===== src/hdl/dhcd_pkg.sv =====
// ----------------------------------------------------------------------------
// dhcd_pkg
// Shared types and constants of the detection head cell decoder.
// ----------------------------------------------------------------------------
package dhcd_pkg;

  // default sizing of the top level
  localparam int LANES_DEF       = 4;
  localparam int MAX_GRID_DEF    = 128;
  localparam int MAX_CLASSES_DEF = 1024;

  // stream payload widths
  localparam int IN_DATAW  = 64;
  localparam int OUT_DATAW = 176;
  localparam int IN_SCORES = 4;

  // configuration port
  localparam int CFG_IDXW  = 3;
  localparam int CFG_DATAW = 24;

  localparam logic [CFG_IDXW-1:0] REG_THRESHOLD_Q      = 3'd0;
  localparam logic [CFG_IDXW-1:0] REG_CLASS_ZERO_POINT = 3'd1;
  localparam logic [CFG_IDXW-1:0] REG_CLASS_SCALE      = 3'd2;
  localparam logic [CFG_IDXW-1:0] REG_BOX_ZERO_POINT   = 3'd3;
  localparam logic [CFG_IDXW-1:0] REG_BOX_SCALE        = 3'd4;
  localparam logic [CFG_IDXW-1:0] REG_CELL_STRIDE      = 3'd5;
  localparam logic [CFG_IDXW-1:0] REG_GRID_WIDTH       = 3'd6;
  localparam logic [CFG_IDXW-1:0] REG_ACTIVE_CLASSES   = 3'd7;

  // register reset values
  localparam logic [7:0]  THRESHOLD_Q_RST      = 8'd127;
  localparam logic [7:0]  CLASS_ZERO_POINT_RST = 8'd0;
  localparam logic [23:0] CLASS_SCALE_RST      = 24'd65536;
  localparam logic [7:0]  BOX_ZERO_POINT_RST   = 8'd0;
  localparam logic [23:0] BOX_SCALE_RST        = 24'd65536;
  localparam logic [15:0] CELL_STRIDE_RST      = 16'd2048;
  localparam logic [7:0]  GRID_WIDTH_RST       = 8'd80;
  localparam logic [10:0] ACTIVE_CLASSES_RST   = 11'd80;

  // result sequencer
  typedef enum logic [2:0] {
    ST_IDLE,
    ST_MUL1,
    ST_MUL2,
    ST_SUM,
    ST_FIN
  } dhcd_state_t;

  // per-step strobes from the sequencer to the datapath
  typedef struct packed {
    logic mul1;
    logic mul2;
    logic sum;
  } dhcd_step_t;

endpackage


===== src/hdl/dhcd_corner.sv =====
// ----------------------------------------------------------------------------
// dhcd_corner
// One box corner: center of the cell minus or plus the scaled distance,
// truncated toward zero to 1/256 pixel and saturated to 32 bits.
// ----------------------------------------------------------------------------
module dhcd_corner import dhcd_pkg::*; #(
  parameter int MAX_GRID = MAX_GRID_DEF,
  parameter bit SUBTRACT = 1'b0,
  localparam int PW = $clog2(MAX_GRID)
) (
  input  logic               clk,
  input  dhcd_step_t         step,
  input  logic [PW-1:0]      pos,
  input  logic signed [7:0]  q,
  input  logic signed [7:0]  zp,
  input  logic [23:0]        box_scale,
  input  logic [15:0]        stride,
  output logic signed [31:0] res
);

  localparam int SW = ((PW + 34) > 52) ? (PW + 34) : 52;
  localparam int QW = SW - 16;
  localparam logic signed [QW-1:0] QMAX = QW'(64'sd2147483647);
  localparam logic signed [QW-1:0] QMIN = QW'(-64'sd2147483648);

  logic signed [8:0]    dq;
  logic signed [33:0]   prod1_r;
  logic [PW+16:0]       ctr_r;
  logic signed [50:0]   dist_r;
  logic signed [SW-1:0] sum_r;
  logic signed [SW-1:0] cext;
  logic signed [SW-1:0] dext;
  logic signed [SW-1:0] biased;
  logic signed [QW-1:0] quo;

  assign dq   = {q[7], q} - {zp[7], zp};
  assign cext = $signed(SW'({ctr_r, 15'b0}));
  assign dext = SW'(dist_r);

  always_ff @(posedge clk) begin
    if (step.mul1) begin
      prod1_r <= 34'(dq) * 34'($signed({1'b0, box_scale}));
      ctr_r   <= (PW+17)'({pos, 1'b1}) * (PW+17)'(stride);
    end
    if (step.mul2) begin
      dist_r <= 51'(prod1_r) * 51'($signed({1'b0, stride}));
    end
    if (step.sum) begin
      sum_r <= SUBTRACT ? (cext - dext) : (cext + dext);
    end
  end

  // divide by 2^16 toward zero: bias negative values before the shift
  always_comb begin
    biased = sum_r + (sum_r[SW-1] ? SW'(65535) : SW'(0));
    quo    = biased[SW-1:16];
    if (quo > QMAX) begin
      res = 32'sh7FFFFFFF;
    end else if (quo < QMIN) begin
      res = 32'sh80000000;
    end else begin
      res = quo[31:0];
    end
  end

endmodule

===== config.mk =====
export PLATFORM = sky130hd
export DESIGN_NAME = dhcd_corner
export DESIGN_NICKNAME = d
export VERILOG_FILES = /design/src/hdl/dhcd_pkg.sv /design/src/hdl/dhcd_corner.sv
export SDC_FILE = /design/constraint.sdc
export NUM_CORES = 2
export LEC_CHECK = 0
export BUFFER_PORTS_ARGS = -buffer_cell sky130_fd_sc_hd__buf_2
export CAP_MARGIN = 20
export CORE_ASPECT_RATIO = 2
export CORE_UTILIZATION = 37
export DETAILED_ROUTE_END_ITERATION = 6
export GPL_TIMING_DRIVEN = 0
export MAX_ROUTING_LAYER = met4
export PLACE_DENSITY = 0.59
export SLEW_MARGIN = 10
export SYNTH_ARGS = -nofsm -noshare
export SYNTH_HDL_FRONTEND = slang
export SYNTH_SLANG_ARGS = --single-unit

===== constraint.sdc =====
create_clock -name clk -period 6.9 [get_ports clk]
set_clock_uncertainty 0.15 [all_clocks]
set_input_delay 0.69 -clock clk [delete_from_list [all_inputs] [get_ports clk]]
set_output_delay 0.69 -clock clk [all_outputs]
set_load 0.005 [all_outputs]

* After elaboration in Yosys (flattened, before gate mapping)
Index checks and enable logic that the tools add are counted.
Word-level totals: register bits 161, input port bits 67, output and inout port bits 32, logic and storage cells 15
Operators by class: add/subtract/negate cells 3, $mul 3, magnitude comparators 2, muxes and demuxes 3
Operators with widths (count):
- 32-bit 2-to-1 mux | 2
- 40-bit by 51-bit adder with 52-bit output | 1
- 52-bit by 17-bit adder with 52-bit output | 1
- 34-bit by 17-bit multiplier with 51-bit output | 1
- 36-bit by 32-bit > comparator with 1-bit output, second input constant | 1
- 36-bit by 32-bit less-than comparator with 1-bit output, second input constant | 1
- 9-bit by 25-bit multiplier with 34-bit output | 1
- 8-bit by 16-bit multiplier with 24-bit output | 1
- 16-bit 2-to-1 mux | 1
- 8-bit by 8-bit subtractor with 9-bit output | 1

* Depth between registers and ports, before layout
depth after elaboration 5, mapped depth 31, depth with buffers taken out 31

* Least setup slack after synthesis
No wires, ideal clock.
kind input to register, start input port q[0], end register prod1_r[26], data pin, library setup time 0.258 ns, arrival time 6.748 ns, required time 6.492 ns, path slack -0.256 ns, cell stages on the path 29, buffers on the path 1, path through inv_1 -> ha_1 -> fa_1 -> inv_1 -> a21o_1 -> a21oi_1 -> o21bai_1 -> a21o_1 -> xor2_1 -> clkbuf_1 -> nand2_1 -> fa_1 -> fa_1 -> inv_1 -> fa_1 -> fa_1 -> inv_1 -> fa_1 -> inv_1 -> ha_1 -> nand2_1 -> o21ai_0 -> nor4b_1 -> nor3_1 -> o31ai_1 -> a21oi_1 -> o21bai_1 -> a21oi_1 -> xnor2_1
On the way: word-level cells in the longest chain between the ends 2
RTL lines:
- start, declared | RTL line dhcd_corner.sv:14 | input logic signed [7:0] q,
- 8-bit by 8-bit subtractor with 9-bit output | RTL line dhcd_corner.sv:36 | assign dq = {q[7], q} - {zp[7], zp};
- 9-bit by 25-bit multiplier with 34-bit output | RTL line dhcd_corner.sv:42 | prod1_r <= 34'(dq) * 34'($signed({1'b0, box_scale}));
- end signal, assigned | RTL line dhcd_corner.sv:42
- end, declared | RTL line dhcd_corner.sv:27 | logic signed [33:0] prod1_r;
Every way passes these cells. A chain may end at the register's enable or synchronous reset.

* Worst setup path after layout
start input port zp[0], end register prod1_r[33], data pin
On the way: word-level cells in the longest chain between the ends 2
RTL lines:
- start, declared | RTL line dhcd_corner.sv:15 | input logic signed [7:0] zp,
- 8-bit by 8-bit subtractor with 9-bit output | RTL line dhcd_corner.sv:36
- 9-bit by 25-bit multiplier with 34-bit output | RTL line dhcd_corner.sv:42
Every way passes these cells.

==> flow_summary.ini <==
[run_status]
status = complete, but fails checks
violations = negative setup slack

[worst_hold_path]
hold_end = sum_r[0]
hold_depth = 0
hold_path_startpoint = dist_r[0]
hold_class = flip-flop to flip-flop

[sta]
fmax_mhz = 145
drv_slew = 0
final_hold_viol_count = 0
timing.final.crit_share = 1.00
setup-violations-final = 1
rsz0062_at_grt = yes
final.min_clock_period_ns = 6.91
tightestPinTransition_ns = 1.28
fin_ws_ns = -0.00771
relSlewSlack = 0.145

[synthesis]
yosysMostFrequentCell = inv_1
synth_cells = 3923
yosysSeqAreaShare = 0.130
synth_common_cells = inv_1, fa_1, nand2_1
syn-cell-area_sq_mm = 0.0372
synth_top_area_frac = 0.408
synth_fp_nets = 5045
ys_warn_count = 0
synth-edff-count = 161
avgSynthCellArea_sq_um = 9.48
ys_types = 60
ys.flop_type = edfxtp_1
ys_ff_latch = 161
yosys-top-cells-area = fa_1, edfxtp_1, ha_1, inv_1, nand2_1
yosys.area.top_type = fa_1
async_reset_ff_frac = 0

[clocking]
clockRootBuffer = clkbuf_16
clkLatencyLatePin_ns = 0.47
cts_made_buffers = 17
path_clk_slew_ns = 0.08
hold_buffers = 0
clk_path_buf_depth = 2
clock_sink_count = 161
htree_levels = 4
tritoncts = done

[setup_path]
crit_path_start = zp[0]
start_kind = primary input
r2r_end = dist_r[48]
worstPathRequired_ns = 6.98
crit_type = primary input to flip-flop
slowest_stage = fa_1
rr_startpoint = prod1_r[10]
critPathMaxFanout = 10
reg2regPathDepth = 25
endpoint_kind = flip-flop
cp.arrival_ns = 6.98
crit_top_cell = fa_1
ff2ff_setup_slack_ns = 0.10
max_stage_delay_ns = 0.54

[routing]
wirelength_um = 106000
via_count = 26982
drcViolationCount = 0
wire_per_inst_um = 19.3
first_pass_iters = 5
viasPerCell = 4.93
final_antenna_net_count = 0
drtIter0Drc = 1040

[floorplanning]
start_util = 0.373
die-area_sq_mm = 0.102
fp.dieH_um = 450
io_pins = 99
rows = 164
die_w_um = 226
core_sq_mm = 0.0997

[global_route]
grt_overflow = 0
grt_usage = 0.222
grt_pass1_vias = 30219
grt_pass1_wl_um = 165000
grt_max_degree = 59
antenna_found_initial = 10

[placed_design]
dp.cells = 5345
place_congestion = 0.953
portBuffers = 93
placed_area_sq_mm = 0.0394
dpl.hpwl_um = 90400

[flow_run]
cap_violations = 0

[final_layout]
final_cells = 5471
fin_nets = 5241
syn_to_final_growth_pct = 12.5
drive_gt1_frac = 0.114
final_cell_area_sq_mm = 0.0418
fillerInstances = 9912
[critical path, delay by kind of cell]
kind | cells | cell delay [ns]
adders and majority gates | 8 | 3.22
AOI/OAI and AO/OA | 10 | 1.70
buffers and inverters | 7 | 0.68
and+or+nand+nor | 4 | 0.39
xor gates and xnor gates | 2 | 0.27
[worst max-delay path by stage]
| stage | end | cells after the start | slack (ns) |
|---|---|---|---|
| global placement | dist_r[48] | 25 | -1.75 |
| detailed placement | dist_r[48] | 25 | -1.77 |
| floorplan | dist_r[47] | 23 | 0.002 |
| global route | prod1_r[26] | 31 | -0.24 |
| finish | prod1_r[33] | 31 | -0.008 |
| CTS | prod1_r[32] | 32 | -0.13 |
[cells in the final DEF, fill, tap and decap left out, types with 10 or more instances in the layout]
master     count
o21a_1        14
fa_1         750
o21ai_0       36
nor2b_1       18
nand2b_1      69
nand2_1      550
a21o_1        77
o21ai_2       34
clkbuf_2      35
clkbuf_1      28
nand4_1       24
xor2_1        61
clkbuf_16     18
nor3_1        15
a21oi_2       15
nand3_1       38
and3_1        23
clkbuf_4      23
inv_1        836
buf_4         97
edfxtp_1     161
a21oi_1       84
inv_2         10
buf_6         13
o21bai_1      11
buf_2         92
nor2_1        93
xnor2_1       97
a211oi_1      13
ha_1         284
clkbuf_8      18
and2_1       322
diode_2       11
[cell type report]
cell class / instances / area (sq um) / share of cell area
Antenna cell: 11 / 27.5 / 0.000658
Buffer: 138 / 1060 / 0.0252
Clock buffer: 17 / 425 / 0.0102
Clock inverter: 15 / 141 / 0.00338
Inverter: 847 / 3180 / 0.0761
Multi-Input combinational cell: 2772 / 29300 / 0.700
Sequential cell: 161 / 4830 / 0.116
Tap cell: 1328 / 1660 / 0.0397
Timing Repair Buffer: 182 / 1230 / 0.0294
[registers in the layout, indices dropped and copies added, names as in the netlist]
name / cells
ctr_r: 24
sum_r: 52
prod1_r: 34
dist_r: 51
[timing repair]
| item | 4_1_cts | 5_1_grt |
|---|---|---|
| resized for setup | 228 | 153 |
| setup endpoints to repair | 54 | 28 |
| setup buffers | 57 | 33 |
| pin swaps | 28 | 70 |
| hold endpoints to repair | 0 | 0 |
[metrics by stage]
| step | setup slack (ns) | util | TNS (ns) | hold WS [ns] |
|---|---|---|---|---|
| final | -0.00771 | 0.419 | -0.00771 | 0.269 |
| after global routing | -0.240 | 0.419 | -1.49 | 0.277 |
| after CTS | -0.131 | 0.412 | -0.330 | 0.271 |
| after detailed placement | -1.77 | 0.395 | -65.12 | 0.255 |
| after global placement | -1.75 | 0.395 | -62.88 | 0.251 |
| after floorplan | 0.00203 | - | 0 | 0.250 |
[routing by layer]
layer / vias to the layer above / part of all wire / GRT usage
li1: 12313 / - / -
met4: 0 / 0.081 / 0.150
met5: - / 0 / -
met2: 666 / 0.57 / 0.428
met3: 325 / 0.033 / 0.0225
met1: 13678 / 0.32 / 0.200
[kinds of logic after synthesis]
| group | share of synthesized area |
|---|---|
| buf+inv | 0.102 |
| simple gates | 0.157 |
| fa+ha+maj | 0.508 |
| mux | 0.000539 |
| compound gates | 0.0635 |
| xor+xnor | 0.0389 |
| flops | 0.130 |
Power is not shown: default switching activity piles up to over one toggle a cycle in this logic, so the estimate is an artifact.
