File: src/hdl/dhcd_pkg.sv
// ----------------------------------------------------------------------------
// dhcd_pkg
// Shared types and constants of the detection head cell decoder.
// ----------------------------------------------------------------------------
package dhcd_pkg;

  // default sizing of the top level
  localparam int LANES_DEF       = 4;
  localparam int MAX_GRID_DEF    = 128;
  localparam int MAX_CLASSES_DEF = 1024;

  // stream payload widths
  localparam int IN_DATAW  = 64;
  localparam int OUT_DATAW = 176;
  localparam int IN_SCORES = 4;

  // configuration port
  localparam int CFG_IDXW  = 3;
  localparam int CFG_DATAW = 24;

  localparam logic [CFG_IDXW-1:0] REG_THRESHOLD_Q      = 3'd0;
  localparam logic [CFG_IDXW-1:0] REG_CLASS_ZERO_POINT = 3'd1;
  localparam logic [CFG_IDXW-1:0] REG_CLASS_SCALE      = 3'd2;
  localparam logic [CFG_IDXW-1:0] REG_BOX_ZERO_POINT   = 3'd3;
  localparam logic [CFG_IDXW-1:0] REG_BOX_SCALE        = 3'd4;
  localparam logic [CFG_IDXW-1:0] REG_CELL_STRIDE      = 3'd5;
  localparam logic [CFG_IDXW-1:0] REG_GRID_WIDTH       = 3'd6;
  localparam logic [CFG_IDXW-1:0] REG_ACTIVE_CLASSES   = 3'd7;

  // register reset values
  localparam logic [7:0]  THRESHOLD_Q_RST      = 8'd127;
  localparam logic [7:0]  CLASS_ZERO_POINT_RST = 8'd0;
  localparam logic [23:0] CLASS_SCALE_RST      = 24'd65536;
  localparam logic [7:0]  BOX_ZERO_POINT_RST   = 8'd0;
  localparam logic [23:0] BOX_SCALE_RST        = 24'd65536;
  localparam logic [15:0] CELL_STRIDE_RST      = 16'd2048;
  localparam logic [7:0]  GRID_WIDTH_RST       = 8'd80;
  localparam logic [10:0] ACTIVE_CLASSES_RST   = 11'd80;

  // result sequencer
  typedef enum logic [2:0] {
    ST_IDLE,
    ST_MUL1,
    ST_MUL2,
    ST_SUM,
    ST_FIN
  } dhcd_state_t;

  // per-step strobes from the sequencer to the datapath
  typedef struct packed {
    logic mul1;
    logic mul2;
    logic sum;
  } dhcd_step_t;

endpackage

File: src/hdl/dhcd_merge.sv
// ----------------------------------------------------------------------------
// dhcd_merge
// Merges the lane hits of one group into the running best of the cell.
// ----------------------------------------------------------------------------
module dhcd_merge import dhcd_pkg::*; #(
  parameter int LANES       = LANES_DEF,
  parameter int MAX_CLASSES = MAX_CLASSES_DEF,
  localparam int NL  = (LANES < IN_SCORES) ? LANES : IN_SCORES,
  localparam int IDW = (MAX_CLASSES > 1) ? $clog2(MAX_CLASSES) : 1
) (
  input  logic                clk,
  input  logic                rst_n,
  input  logic                take,
  input  logic                clr,
  input  logic                last,
  input  logic [NL-1:0]       hit,
  input  logic signed [7:0]   score [NL],
  input  logic [IDW-1:0]      cls_id [NL],
  output logic                win,
  output logic signed [7:0]   win_score,
  output logic [IDW-1:0]      win_class
);

  logic                have_r;
  logic signed [7:0]   lead_score_r;
  logic [IDW-1:0]      lead_class_r;

  // lanes in ascending class order; strict compare keeps the first on a tie
  always_comb begin
    win       = ~clr & have_r;
    win_score = lead_score_r;
    win_class = lead_class_r;
    for (int i = 0; i < NL; i++) begin
      if (hit[i] && (!win || (score[i] > win_score))) begin
        win       = 1'b1;
        win_score = score[i];
        win_class = cls_id[i];
      end
    end
  end

  always_ff @(posedge clk) begin
    if (!rst_n) begin
      have_r <= 1'b0;
    end else if (take) begin
      have_r <= last ? 1'b0 : win;
    end
  end

  always_ff @(posedge clk) begin
    if (take) begin
      lead_score_r <= win_score;
      lead_class_r <= win_class;
    end
  end

endmodule

File: config.mk
export PLATFORM = sky130hd
export DESIGN_NAME = dhcd_merge
export DESIGN_NICKNAME = d
export VERILOG_FILES = /design/src/hdl/dhcd_pkg.sv /design/src/hdl/dhcd_merge.sv
export SDC_FILE = /design/constraint.sdc
export NUM_CORES = 1
export LEC_CHECK = 0
export ABC_AREA = 1
export BUFFER_PORTS_ARGS = -buffer_cell sky130_fd_sc_hd__buf_2
export CAP_MARGIN = 20
export CORE_MARGIN = 8
export CORE_UTILIZATION = 46
export CTS_BUF_LIST = sky130_fd_sc_hd__clkbuf_8 sky130_fd_sc_hd__clkbuf_16
export CTS_CLUSTER_SIZE = 30
export DETAILED_ROUTE_END_ITERATION = 12
export PLACE_DENSITY = 0.78
export SYNTH_ARGS = -nofsm -noshare
export SYNTH_HDL_FRONTEND = slang
export SYNTH_SLANG_ARGS = --single-unit
File: constraint.sdc
create_clock -name clk -period 5.9 [get_ports clk]
set_input_delay 0.295 -clock clk [delete_from_list [all_inputs] [get_ports clk]]
set_output_delay 0.295 -clock clk [all_outputs]
set_load 0.005 [all_outputs]
[After elaboration in Yosys (flattened, before gate mapping)]
Cells that the tools add are included.
Storage, ports and cells
  flip-flop bits (word level): 19
  latch bits: 0
  RAM bits: 0
  memory bits (read-only): 0
  input port bits: 81
  output and inout bits: 19
  logic and storage cells: 34
  memories: 0
Operators by class
  add/subtract/negate cells: 0
  multipliers: 0
  divide/modulo/power cells: 0
  order comparisons: 4
  eq/ne operators: 0
  shift operators: 0
  muxes and demuxes: 13
  bitwise logic cells: 2
  reduce and logical (&&, ||, !) cells: 12
Operators with widths (number)
  two-way mux 10 bit: 4
  greater-than comparator 8 bit: 4
  two-way mux 8 bit: 4
  two-way mux 1 bit: 5
  logical AND 1 bit: 4
  zero test 1 bit: 4
  logical OR 1 bit: 4
  AND 1 bit: 1
  NOT 1 bit: 1

[Depth between registers and ports, before layout]
  depth after elaboration: 19
  depth in mapped cells: 56
  depth with buffers taken out: 54

[Worst setup path before layout]
No wires, ideal clock.
  path kind: reg-to-output
  start: register lead_score_r[7]
  end: output win_class[7]
  data arrival time: 5.204 ns
  required time: 5.605 ns
  path slack: 0.401 ns
  stages on the path, launching flop included: 50
  path buffers: 2
  cell sequence: edfxtp_1 -> inv_1 -> ha_1 -> a21o_1 -> nor2_2 -> nand3_1 -> nand2_1 -> nand2_2 -> nand2_8 -> nand2_8 -> nand2_1 -> nand2_1 -> ha_1 -> nand2_1 -> nor2_1 -> nand2_1 -> o211ai_1 -> nand2_1 -> [14 not listed] -> buf_4 -> nand3_1 -> and2_1 -> ha_1 -> inv_1 -> a21oi_1 -> o21ai_1 -> nand2_1 -> nand2_1 -> nand2_1 -> nand2_1 -> nand3_1 -> nand3_2 -> nand2_4 -> inv_4 -> buf_2 -> nor2_2 -> a21oi_2
On the way
  cells in the longest elaborated chain, start to end: 16
  elaborated cells on any way between the ends: 25
  classes of those cells: order compare: 4; mux: 10; reduce/logical: 11
RTL lines
  from (decl): line dhcd_merge.sv:25  | logic signed [7:0] lead_score_r;
  from (signal assigned): line dhcd_merge.sv:52  | lead_score_r <= win_score;
  greater-than comparator 8 bit: line dhcd_merge.sv:34  | if (hit[i] && (!win || (score[i] > win_score))) begin
  logical OR 1 bit: line dhcd_merge.sv:34
  logical AND 1 bit: line dhcd_merge.sv:34
  two-way mux 8 bit or two-way mux 1 bit (tied branches): line dhcd_merge.sv:34
  greater-than comparator 8 bit or zero test 1 bit (tied branches): line dhcd_merge.sv:34
  logical OR 1 bit: line dhcd_merge.sv:34
  logical AND 1 bit: line dhcd_merge.sv:34
  two-way mux 8 bit or two-way mux 1 bit (tied branches): line dhcd_merge.sv:34
  greater-than comparator 8 bit or zero test 1 bit (tied branches): line dhcd_merge.sv:34
  logical OR 1 bit: line dhcd_merge.sv:34
  logical AND 1 bit: line dhcd_merge.sv:34
  two-way mux 8 bit or two-way mux 1 bit (tied branches): line dhcd_merge.sv:34
  greater-than comparator 8 bit or zero test 1 bit (tied branches): line dhcd_merge.sv:34
  logical OR 1 bit: line dhcd_merge.sv:34
  logical AND 1 bit: line dhcd_merge.sv:34
  two-way mux 10 bit (*): line dhcd_merge.sv:34
  to (decl): line dhcd_merge.sv:21  | output logic [IDW-1:0] win_class
Mark *: on every way between the ends. The rest lies on a longest branch, timed or not.

[Worst setup path after layout]
  start: register lead_score_r[2]
  end: output win_class[6]
Same word-level chain as after synthesis.

==> metrics.yaml <==
status:
  outcome: "finished with violations"
  violations: "setup timing"
routing:
  wl_mm: 12.0
  dr_total_vias: 3510
  wl_met2_mm: 6.15
  met1Wirelength_mm: 4.36
  drt.antenna.violating_nets: 0
  wl_per_cell_um: 19.4
  wl_met3_um: 775
  drcViolationCount: 0
  drt-pass1-iter-count: 6
  drt_iter0_drc: 317
  via_per_inst: 5.69
  highest_layer: "met4"
cells_and_area:
  diodes: 0
  fin_area_um2: 4450
  multi_input_area_um2: 2500
  drive_gt1_frac: 0.625
  nNetsFinal: 656
  area_delta_synth_final_pct: 64.6
  layout_common_cells: "97 x buf_2, 56 x nand2_1, 53 x buf_4"
  final_common_cell: "buf_2"
  register_area_um2: 561
  n_fill_cell: 384
worst_setup_path:
  required_ns: 5.61
  crit_type: "register to output port"
  reg2reg_depth: 51
  slowest_delay_ns: 0.40
  crit_fanout: 8
  end_kind: "output port"
  r2r-end: "lead_class_r[3]"
  crit_path_start_kind: "register"
  reg2reg_slack_ns: -0.38
  r2r-start: "lead_score_r[2]"
  slowest_stage: "edfxtp_1"
  path_common_cell: "nand2_1"
  worstPathArrival_ns: 6.26
global_routing:
  overflow: 0
  grt_max_degree: 22
  grt_pass1_wl_mm: 16.7
  grt_pass1_vias: 3636
  antenna_found_initial: 0
  track_usage: 0.238
clock_network:
  cts_sinks: 19
  cts_root_buf: "clkbuf_8"
  cts_tree: "built"
  clock_latency_ns: 0.27
  htreeDepth: 1
  cts_buffer_depth: 2
  cts-buffers-inserted: 3
  clk_pin_slew_ns: 0.09
  hold_buffers: 0
placed_design:
  place_ws_ns: -0.347
  place_congestion: 0.921
  placed_cell_area_um2: 3280
  port-buffer-count: 99
  dp_hpwl_mm: 6.93
sta:
  fin_crit_ns: 6.56
  clock.fmax_mhz: 152
  worst_slack_ns: -0.659
  setup_viol_count_final: 36
  hold_viol: 0
  rsz0062_at_grt: "true"
  worst_slew_pin_slew_ns: 0.577
  fin_crit_sh: 1.11
  drv_slew: 0
  slew_headroom: 0.615
  clock_skew_ns: 0.00626
pwr:
  leakagePower_uw: 0.00229
  worst_ir_drop_vdd_mv: 0.172
  p_total_uw: 1220
  p_per_area_nw_per_um2: 275
min_path:
  min_path_type: "input pin to register"
  min_to: "have_r"
  min_from: "last"
  hold_depth: 4
synth:
  synth_area_um2: 2710
  yosys_warnings: 0
  synth_area_per_cell_um2: 7.03
  yosysSeqAreaShare: 0.207
  syn_nets: 498
  ys_ff_latch: 19
  netlist_instances: 385
  synthDistinctLibCells: 36
die:
  die_w_um: 92.7
  initial_core_util: 0.465
  ios: 100
  dieArea_um2: 8590
  rows: 28
  die_h_um: 92.7
  core_area_um2: 5820
run:
  max_cap_violations: 0
how the worst max path moves through the flow:
| stage | start | slack [ns] | endpoint | depth (start not counted) |
|---|---|---|---|---|
| after floorplan | lead_score_r[7] | 0.40 | win_class[7] | 49 |
| after global placement | score[31] | -0.16 | win_class[8] | 48 |
| after detailed placement | score[31] | -0.35 | win_class[6] | 48 |
| after CTS | lead_score_r[5] | -0.28 | win_class[6] | 47 |
| after global routing | lead_score_r[3] | -0.98 | win_class[6] | 51 |
| final | lead_score_r[2] | -0.66 | win_class[6] | 50 |
sequential cells by signal, indices dropped and copies added (netlist names):
signal and count:
lead_score_r 8, have_r 1, lead_class_r 10
cell type report:
cell class | instances | share of cell area
clock buffers | 3 | 0.00927
repair buffers | 159 | 0.224
well taps | 75 | 0.0211
flip-flops and latches | 19 | 0.126
inverters | 58 | 0.0522
repair inverters | 3 | 0.00590
multi-input cells | 299 | 0.561
clock inverters | 1 | 0.00112
power by group:
part	switching (uW)	leakage [uW]	internal (uW)
clock	54.4	0.0000255	47.2
combinational	495	0.00208	422
sequential	14.6	0.000184	191
total	564	0.00229	660
worst max-delay path: cells and delay by family, from the launching register on:
family,cells,cell delay (ns)
buffers and inverters,5,0.58
DFF,1,0.40
AOI/OAI and AO/OA,4,0.41
and+or+nand+nor,37,3.52
adders and majority gates,4,1.10
cell families (layout without fill, tap and decap cells):
group,after synthesis,count (layout),share of synthesized area
AND/OR/NAND/NOR,233,235,0.448
buffers and inverters,69,224,0.117
adder cells (fa/ha/maj),32,32,0.148
AO/OA/AOI/OAI,32,32,0.0809
flip-flops,19,19,0.207
through the flow:
step	util	hold WS (ns)	instances	setup TNS (ns)
after global routing	0.766	0.308	617	-26.46
after global placement	0.564	0.537	558	-2.41
after detailed placement	0.564	0.540	558	-6.96
after CTS	0.714	0.271	603	-4.75
final	0.766	0.273	617	-14.74
after floorplan	-	0.388	385	0
layer usage:
metal / up-vias / track usage
met5: - / 0
met4: 0 / 0.113
met3: 80 / 0.0275
met2: 232 / 0.451
met1: 1629 / 0.257
li1: 1569 / -
repair_timing:
item | CTS | global route
gates resized for setup | 118 | 44
setup buffers | 35 | 15
pin swaps | 48 | 51
gates cloned | 6 | 0
endpoints found under the setup margin | 36 | 36
cells in the mapped netlist:
master	n	area [um^2]
nand4_1	1	6.26
nand2_1	87	327
nor3_1	2	10.0
inv_4	2	12.5
buf_4	4	30.0
edfxtp_1	18	541
o31ai_1	1	7.51
and2_1	9	56.3
a21o_1	2	15.0
nand2_8	2	40.0
nor2_2	4	25.0
nand3_1	46	230
ha_1	32	400
inv_2	1	3.75
or2_1	2	12.5
or2_2	7	43.8
a21oi_2	10	87.6
and3_1	1	6.26
nand2_2	12	75.1
a41oi_1	1	8.76
o211ai_1	1	7.51
o21ai_1	3	15.0
buf_2	4	20.0
inv_1	55	206
o21ai_0	1	5.00
nor2_4	1	11.3
nor2_1	36	135
nand3_2	21	210
a211oi_1	1	7.51
o21bai_1	1	7.51
buf_12	1	20.0
a21oi_1	10	50.1
dfxtp_1	1	20.0
a21boi_0	1	7.51
buf_6	2	22.5
nand2_4	2	22.5
Power figures use the tool's default switching activity.
