`src/hdl/dhcd_pkg.sv`:
```
// ----------------------------------------------------------------------------
// dhcd_pkg
// Shared types and constants of the detection head cell decoder.
// ----------------------------------------------------------------------------
package dhcd_pkg;

  // default sizing of the top level
  localparam int LANES_DEF       = 4;
  localparam int MAX_GRID_DEF    = 128;
  localparam int MAX_CLASSES_DEF = 1024;

  // stream payload widths
  localparam int IN_DATAW  = 64;
  localparam int OUT_DATAW = 176;
  localparam int IN_SCORES = 4;

  // configuration port
  localparam int CFG_IDXW  = 3;
  localparam int CFG_DATAW = 24;

  localparam logic [CFG_IDXW-1:0] REG_THRESHOLD_Q      = 3'd0;
  localparam logic [CFG_IDXW-1:0] REG_CLASS_ZERO_POINT = 3'd1;
  localparam logic [CFG_IDXW-1:0] REG_CLASS_SCALE      = 3'd2;
  localparam logic [CFG_IDXW-1:0] REG_BOX_ZERO_POINT   = 3'd3;
  localparam logic [CFG_IDXW-1:0] REG_BOX_SCALE        = 3'd4;
  localparam logic [CFG_IDXW-1:0] REG_CELL_STRIDE      = 3'd5;
  localparam logic [CFG_IDXW-1:0] REG_GRID_WIDTH       = 3'd6;
  localparam logic [CFG_IDXW-1:0] REG_ACTIVE_CLASSES   = 3'd7;

  // register reset values
  localparam logic [7:0]  THRESHOLD_Q_RST      = 8'd127;
  localparam logic [7:0]  CLASS_ZERO_POINT_RST = 8'd0;
  localparam logic [23:0] CLASS_SCALE_RST      = 24'd65536;
  localparam logic [7:0]  BOX_ZERO_POINT_RST   = 8'd0;
  localparam logic [23:0] BOX_SCALE_RST        = 24'd65536;
  localparam logic [15:0] CELL_STRIDE_RST      = 16'd2048;
  localparam logic [7:0]  GRID_WIDTH_RST       = 8'd80;
  localparam logic [10:0] ACTIVE_CLASSES_RST   = 11'd80;

  // result sequencer
  typedef enum logic [2:0] {
    ST_IDLE,
    ST_MUL1,
    ST_MUL2,
    ST_SUM,
    ST_FIN
  } dhcd_state_t;

  // per-step strobes from the sequencer to the datapath
  typedef struct packed {
    logic mul1;
    logic mul2;
    logic sum;
  } dhcd_step_t;

endpackage

```
`src/hdl/dhcd_lane.sv`:
```
// ----------------------------------------------------------------------------
// dhcd_lane
// One score lane: decides whether its class is in range and above threshold.
// ----------------------------------------------------------------------------
module dhcd_lane import dhcd_pkg::*; #(
  parameter int MAX_CLASSES = MAX_CLASSES_DEF,
  parameter int IDX         = 0,
  localparam int GBW = $clog2(MAX_CLASSES + 1),
  localparam int IDW = (MAX_CLASSES > 1) ? $clog2(MAX_CLASSES) : 1
) (
  input  logic [GBW-1:0]   base,
  input  logic [10:0]      active_classes,
  input  logic signed [7:0] thr,
  input  logic signed [7:0] score,
  output logic             hit,
  output logic [IDW-1:0]   cls_id
);

  localparam int CLSW = ((GBW > 11) ? GBW : 11) + 4;

  logic [CLSW-1:0] cls;

  assign cls    = CLSW'(base) + CLSW'(IDX);
  assign hit    = (cls < CLSW'(active_classes)) && (cls < CLSW'(MAX_CLASSES))
                  && (score > thr);
  assign cls_id = cls[IDW-1:0];

endmodule

```
`config.mk`:
```
export PLATFORM = sky130hd
export DESIGN_NAME = dhcd_lane
export DESIGN_NICKNAME = d
export VERILOG_FILES = /design/src/hdl/dhcd_pkg.sv /design/src/hdl/dhcd_lane.sv
export SDC_FILE = /design/constraint.sdc
export NUM_CORES = 1
export LEC_CHECK = 0
export BUFFER_PORTS_ARGS = -buffer_cell sky130_fd_sc_hd__buf_2
export CORE_UTILIZATION = 40
export DETAILED_ROUTE_END_ITERATION = 10
export PLACE_DENSITY = 0.85
export SYNTH_ARGS = -nofsm -noshare
export SYNTH_HDL_FRONTEND = slang
export SYNTH_SLANG_ARGS = --single-unit
```
`constraint.sdc`:
```
create_clock -name vclk -period 1.3
set_clock_uncertainty 0.1 [all_clocks]
set_input_delay 0.13 -clock vclk [all_inputs]
set_output_delay 0.13 -clock vclk [all_outputs]
set_load 0.02 [all_outputs]
```
# After elaboration in Yosys (flattened, before gate mapping)
# Index checks and enable logic that the tools add are counted.
[totals]
output_inout_bits = 11
mem_bits_ro = 0
ff_bits = 0
mem_count = 0
mem_bits_rw = 0
latchBits = 0
word_cells = 5
[op_classes]
bitwise_logic = 0
shift = 0
addsub = 0
n_eq_ne = 0
mux = 0
reduce_logical = 2
mul = 0
div_mod_pow = 0
order_cmp = 3
[op_table]
columns = ["operator", "count"]
rows = [
  ["< comparator 11 bit", 1],
  ["< comparator 11 bit (second input constant)", 1],
  ["greater-than comparator 8 bit", 1],
  ["logical AND 1 bit", 2],
]

# Longest topological paths before layout
# Gate-level depths: netlist of the first run.
[logic_depth]
depth_word = 3
mapped_depth = 7

# Worst setup path before layout of the first run
# OpenSTA, ideal clock, no wires.
[synth_path]
path_type = "input to output"
from = "in thr[7]"
to = "out hit"
arrival_ns = 1.222
n_path_buf = 0
t_required_ns = 1.070
path_stages = 6
path_slack_ns = -0.152
cell_sequence = "inv_1 -> ha_1 -> nand4_1 -> o311ai_1 -> a21oi_1 -> nor3_2"
[synth_via]
elab_chain_len = 2
[synth_lines]
columns = ["element", "line", "source"]
rows = [
  ["start, declared", "dhcd_lane.sv:13", "input logic signed [7:0] thr,"],
  ["greater-than comparator 8 bit", "dhcd_lane.sv:25", "&& (score > thr);"],
  ["logical AND 1 bit", "dhcd_lane.sv:25", ""],
  ["end, declared", "dhcd_lane.sv:15", "output logic hit,"],
]
# No other way between the ends.

# Worst setup path in the final report of the first run
[layout_path]
from = "in thr[6]"
to = "out hit"
# The elaborated chain is that of the path after synthesis.

==> summary.md, run 1 <==
| Metric | Value |
|---|---|
| Site Rows | 12 |
| Worst-Margin Slew | around 0.27 ns |
| GRT Util Overall | 0.238 |
| WP data arrival | roughly 1.3 ns |
| DP Area | 835 µm² |
| Final GP Congestion | 0.608 |
| Netlist cell types | 16 |
| Hold Buf Count CTS | 0 |
| Mapped Cells | 75 |
| Crit start category | input port |
| CP Class | input port to primary output |
| Synth-to-layout area growth | 87.2% |
| Vias | between 600 and 700 |
| Fillers | 56 |
| Status | complete, but fails checks |
| Vias in the first global route | about 670 |
| FFs & Latches | 0 |
| WL per Instance | about 13 µm |
| CP Cell Sequence | buf_6 -> inv_2 -> ha_4 -> nand4_1 -> o311ai_4 -> a21oi_2 -> nor3_4 -> buf_6 |
| Register area share after synthesis | 0 |
| Total gr overflow | 0 |
| Die Ht | 38.9 µm |
| # IOs | just under 50 |
| RSZ-0062 raised after global routing | true |
| Largest net degree at the start of global routing | 4 |
| Relative slew slack | 0.817 |
| Most common cell on crit path | buf_6 |
| Post-synthesis area per instance | just over 7 µm² |
| Post-layout util | 0.861 |
| Hold path depth | 2 |
| Pre-antenna DRT Iters | 2 |
| Yosys warns | 0 |
| Final Cycle Share | 1.20 |
| Antenna viol nets, final | 0 |
| Worst Hold Class | input port to primary output |
| Register area | 0 µm² |
| Pre-CTS setup slack | -0.338 ns |
| Fmax | 640 MHz |
| First-pass GRT wire length | ~2600 µm |
| Setup WS post-layout | -0.261 ns |
| Failing checks | negative setup slack |
| Slowest Stage Delay on Critical Path | approximately 0.27 ns |
| Crit path capture type | primary output |
| Input/output buffers | between 40 and 50 |
| Family with the most delay on the worst path | compound AO/OA/AOI/OAI gates |
| Layout cell share with drive strength beyond 1 | 0.689 |
| Final setup violation count | 1 |
| Avg Vias per Cell | about 5 |
| Post-route design area | slightly above 1000 µm² |
| Peak supply drop | ~0.00021 V |
| Leak Pwr | 0.548 nW |
| WP depth | 8 |
| Core Box Area | ~1200 µm² |
| Dominant cells by area after synthesis | ha_1, buf_4, inv_1 |
| Commonest non-fill, non-tap cell in the layout | buf_2 |
| Tot Pwr | ~0.38 mW |
| Clkbuf count | 0 |
| Iter 0 DRT Violations | 4 |
| WP buf/inv | 3 |
| Starting Density | 0.460 |
| DP HPWL | between 1000 and 1500 µm |
| # diodes | 0 |
| Number of max-cap violations | 0 |
| Die X-Extent | between 30 and 40 µm |
| Worst Path Max Fanout | 2 |
| PwrDens | between 300 and 400 nW/µm² |
| Total wire length | around 1800 µm |
| Final-report hold violation count | 0 |
| Nets | approximately 180 |
| Mapped Area | between 500 and 600 µm² |
| Req. time, crit path | between 1 and 1.5 ns |
| Post-synth top area share | 0.413 |
| Drt drc | 0 |
| Syn_nets | approximately 130 |
| Slew Viols, Final | 0 |
| Fin crit period | approximately 1.6 ns |
| Crit path max-delay cell type | o311ai_4 |
| Commonest non-fill, non-tap cells in the layout | buf_2, inv_1, ha_1, buf_6, ha_4 |
| Number of antenna violations at the first check in global routing | 0 |
| Die area | 1520 µm² |
| Synth area leader | ha_1 |
## path summary, 6_finish.rpt
check | from | to
setup / recovery | thr[6] | hit
hold / removal | base[0] | cls_id[0]
## kinds of logic after synthesis
logic type,after synthesis,share of synthesized area
and+or+nand+nor,12,0.135
buffers and inverters,30,0.275
AOI/OAI and AO/OA,15,0.177
adders and majority gates,18,0.413
## layout make-up
cell class,instances,area [µm²],share of cell area
inverters,20,90.1,0.0882
well taps,14,17.5,0.0172
multi-input cells,45,568,0.556
repair buffers,54,345,0.338
## cell usage after synthesis
cell type and count:
o21ai_0 2, a21oi_1 7, inv_1 20, a211o_1 1
nand4_1 3, buf_4 10, a211oi_1 1, nand2b_4 1
nor2_1 3, a21oi_2 1, o21ai_2 1, nor3_2 1
o311ai_1 2, ha_1 18, nand2_1 2, nor2b_1 2
## metal layers
layer,track usage,routed length [µm],up-vias
met4,0.0172,0,0
met5,0,0,-
met2,0.546,1060,30
met3,0.00578,65,0
li1,-,-,331
met1,0.227,648,291
## where the power goes
| group | internal, mW | switching, mW | total, mW |
|---|---|---|---|
| sequential | 0 | 0 | 0 |
| clock | 0 | 0 | 0 |
| combinational | 0.193 | 0.184 | 0.376 |
## what timing repair did
action / CTS / global route
resized for setup: 21 / 9
setup buffers: 1 / 1
pin swaps: 9 / 7
endpoints found under the setup margin: 1 / 1
## stage by stage
| step | hold slack [ns] | TNS, ns | std cells |
|---|---|---|---|
| after floorplan | 0.273 | -0.0489 | 75 |
| after global placement | 0.392 | -0.319 | 131 |
| after detailed placement | 0.393 | -0.338 | 131 |
| after CTS | 0.394 | -0.245 | 132 |
| after global routing | 0.399 | -0.312 | 133 |
| final | 0.393 | -0.261 | 133 |
Note: power is estimated with default switching activity, not from simulation.
==> run 2, diff against run 1 <==
Settings changed: ABC_AREA set to 1, CORE_MARGIN set to 2, CORE_UTILIZATION 40 to 45, PLACE_DENSITY 0.85 to 0.91.
Clock period 1.3 ns to 1.9 ns, I/O delays scaled along.
==> run 2 against run 1 <==
Against the previous run: flip-flop and latch count is the same; via count grew 0.31%; the flow now finishes without violations; highest routed layer unchanged; non-clock buffer count shrank 5.
==> summary.md, run 2 <==
| Metric | Value |
|---|---|
| Status | finished, final reports clean (was complete, but fails checks) |
| Input/output buffers | 49 (unchanged) |
| Drt drc | 0 (unchanged) |
| Pre-antenna DRT Iters | 2 (unchanged) |
| Final Cycle Share | 0.846 |
| Fillers | 139 (was 56) |
| Worst-Margin Slew | 0.183 ns (was 0.274 ns) |
| Site Rows | 13 (was 12) |
| PwrDens | 213 nW/µm² (was 369 nW/µm²) |
| Syn_nets | 155 (was 131) |
| First-pass GRT wire length | 1590 µm (was 2570 µm) |
| Hold path depth | 2 (unchanged) |
| Final-report hold violation count | 0 (unchanged) |
| Fmax | 622 MHz |
| Clkbuf count | 0 (unchanged) |
| Commonest non-fill, non-tap cells in the layout | buf_2, inv_1, nand2_1 (was buf_2, inv_1, ha_1, buf_6, ha_4) |
| # diodes | 0 (unchanged) |
| DP HPWL | 1100 µm (was 1120 µm) |
| Worst Hold Class | input port to primary output (unchanged) |
| Antenna viol nets, final | 0 (unchanged) |
| Yosys warns | 0 (unchanged) |
| WHS | 0.515 ns (was 0.393 ns) |
| Crit path capture type | primary output (unchanged) |
| Register area | 0 µm² (unchanged) |
| Dominant cells by area after synthesis | ha_1, inv_1, nand2_1 (was ha_1, buf_4, inv_1) |
| Number of max-cap violations | 0 (unchanged) |
| Mapped Area | 606 µm² (was 546 µm²) |
| Commonest cells post-synth | inv_1, nand2_1, ha_1, buf_4, nor2_1 (was inv_1, ha_1, buf_4, a21oi_1) |
| WP data arrival | 1.32 ns (was 1.33 ns) |
| GRT Util Overall | 0.130 (was 0.238) |
| Tot Pwr | 0.169 mW (was 0.376 mW) |
| Pre-CTS setup slack | 0.283 ns (was -0.338 ns) |
| Post-synthesis area per instance | 6.12 µm² (was 7.27 µm²) |
| Req. time, crit path | 1.61 ns (was 1.07 ns) |
| Iter 0 DRT Violations | 2 (was 4) |
| Leak Pwr | 0.566 nW (was 0.548 nW) |
| Slew Viols, Final | 0 (unchanged) |
| Synth-to-layout area growth | 31.2% (was 87.2%) |
| Die Ht | 40.7 µm (was 38.9 µm) |
| # IOs | 49 (unchanged) |
| Fin crit period | roughly 1.6 ns |
| Post-route setup TNS | 0 ns (was -0.261 ns) |
| Register area share after synthesis | 0 (unchanged) |
| Nets | 196 (was 177) |
| CP Class | input port to primary output (unchanged) |
| Core Box Area | 1280 µm² (was 1190 µm²) |
| Setup WS post-layout | 0.293 ns (was -0.261 ns) |
| Post-route design area | 795 µm² (was 1020 µm²) |
| DP Area | 795 µm² (was 835 µm²) |
| Avg Vias per Cell | 4.27 (was 4.90) |
| Hold Buf Count CTS | 0 (unchanged) |
| Final GP Congestion | 0.604 (was 0.608) |
| Die X-Extent | 40.7 µm (was 38.9 µm) |
| Synth area leader | ha_1 (unchanged) |
| Die area | 1660 µm² (was 1520 µm²) |
| Layout cell share with drive strength beyond 1 | 0.399 (was 0.689) |
| Vias | 654 (was 652) |
| CTS resizes | 0 (was 21) |
| Commonest non-fill, non-tap cell in the layout | buf_2 (unchanged) |
| Cell Count, Final, Fillers Out | 153 (was 133) |
| Crit start category | input port (unchanged) |
| WL per Instance | 7.26 µm (was 13.3 µm) |
| Starting Density | 0.471 (was 0.460) |
| Placed Cells | 153 (was 131) |
| Relative slew slack | 0.878 (was 0.817) |
| Total gr overflow | 0 (unchanged) |
| Worst Path Max Fanout | 2 (unchanged) |
| Peak supply drop | 0.000100 V (was 0.000208 V) |
| Total wire length | 1110 µm (was 1770 µm) |
| Netlist cell types | 13 (was 16) |
| # Post-CTS Setup Buffers | 0 (was 1) |
| FFs & Latches | 0 (unchanged) |
| Multi-input logic area | 433 µm² (was 568 µm²) |
| Post-layout util | 0.618 (was 0.861) |
| Count leader, synth | inv_1 (unchanged) |
| RSZ-0062 raised after global routing | false (was true) |
| Mapped Cells | 99 (was 75) |
| Vias in the first global route | 469 (was 666) |
| Largest net degree at the start of global routing | 4 (unchanged) |
| Number of antenna violations at the first check in global routing | 0 (unchanged) |
| Final setup violation count | 0 (was 1) |
| Post-synth top area share | 0.372 (was 0.413) |
==> run 2: cell count changes after synthesis, sizes merged, moves of 3 or more <==
| cell | previous run | this run |
|---|---|---|
| nand2 | 2 | 24 |
| nand4 | 3 | 0 |
| nand3 | 0 | 5 |
| inv | 20 | 26 |
| nor2 | 3 | 8 |
| a21oi | 8 | 5 |
==> run 2: path summary, 6_finish.rpt <==
path	to	from
setup / recovery	hit	thr[5]
hold / removal	cls_id[9]	base[9]
==> run 2: cells by family (layout without fill, tap and decap cells) <==
logic type                 count (synthesis)  count (layout)  synth area share
adders and majority gates                 18              18             0.372
AOI/OAI and AO/OA                          7               7            0.0806
buffers and inverters                     36              75             0.285
and+or+nand+nor                           38              38             0.262
==> run 2: worst max-delay path: stages <==
cell     delay, ns
buf_2         0.07
inv_1         0.03
ha_1          0.31
a21oi_2       0.14
nor2_1        0.04
nor2_1        0.12
nand3_1       0.11
a21oi_2       0.13
buf_2         0.17
==> run 2: metal layers <==
metal | track usage | vias up | share of wire
met1 | 0.144 | 264 | 0.41
met4 | 0 | 0 | 0
met2 | 0.282 | 21 | 0.53
met5 | 0 | - | 0
met3 | 0 | 0 | 0.062
li1 | - | 369 | -
==> run 2: area by class of cell <==
cell class | count | share of cell area
multi-input cells | 63 | 0.545
repair buffers | 49 | 0.309
well taps | 15 | 0.0236
inverters | 26 | 0.123
==> run 2: report_power, final <==
group,internal (mW),switching (mW)
clock network,0,0
logic,0.0800,0.0888
registers,0,0
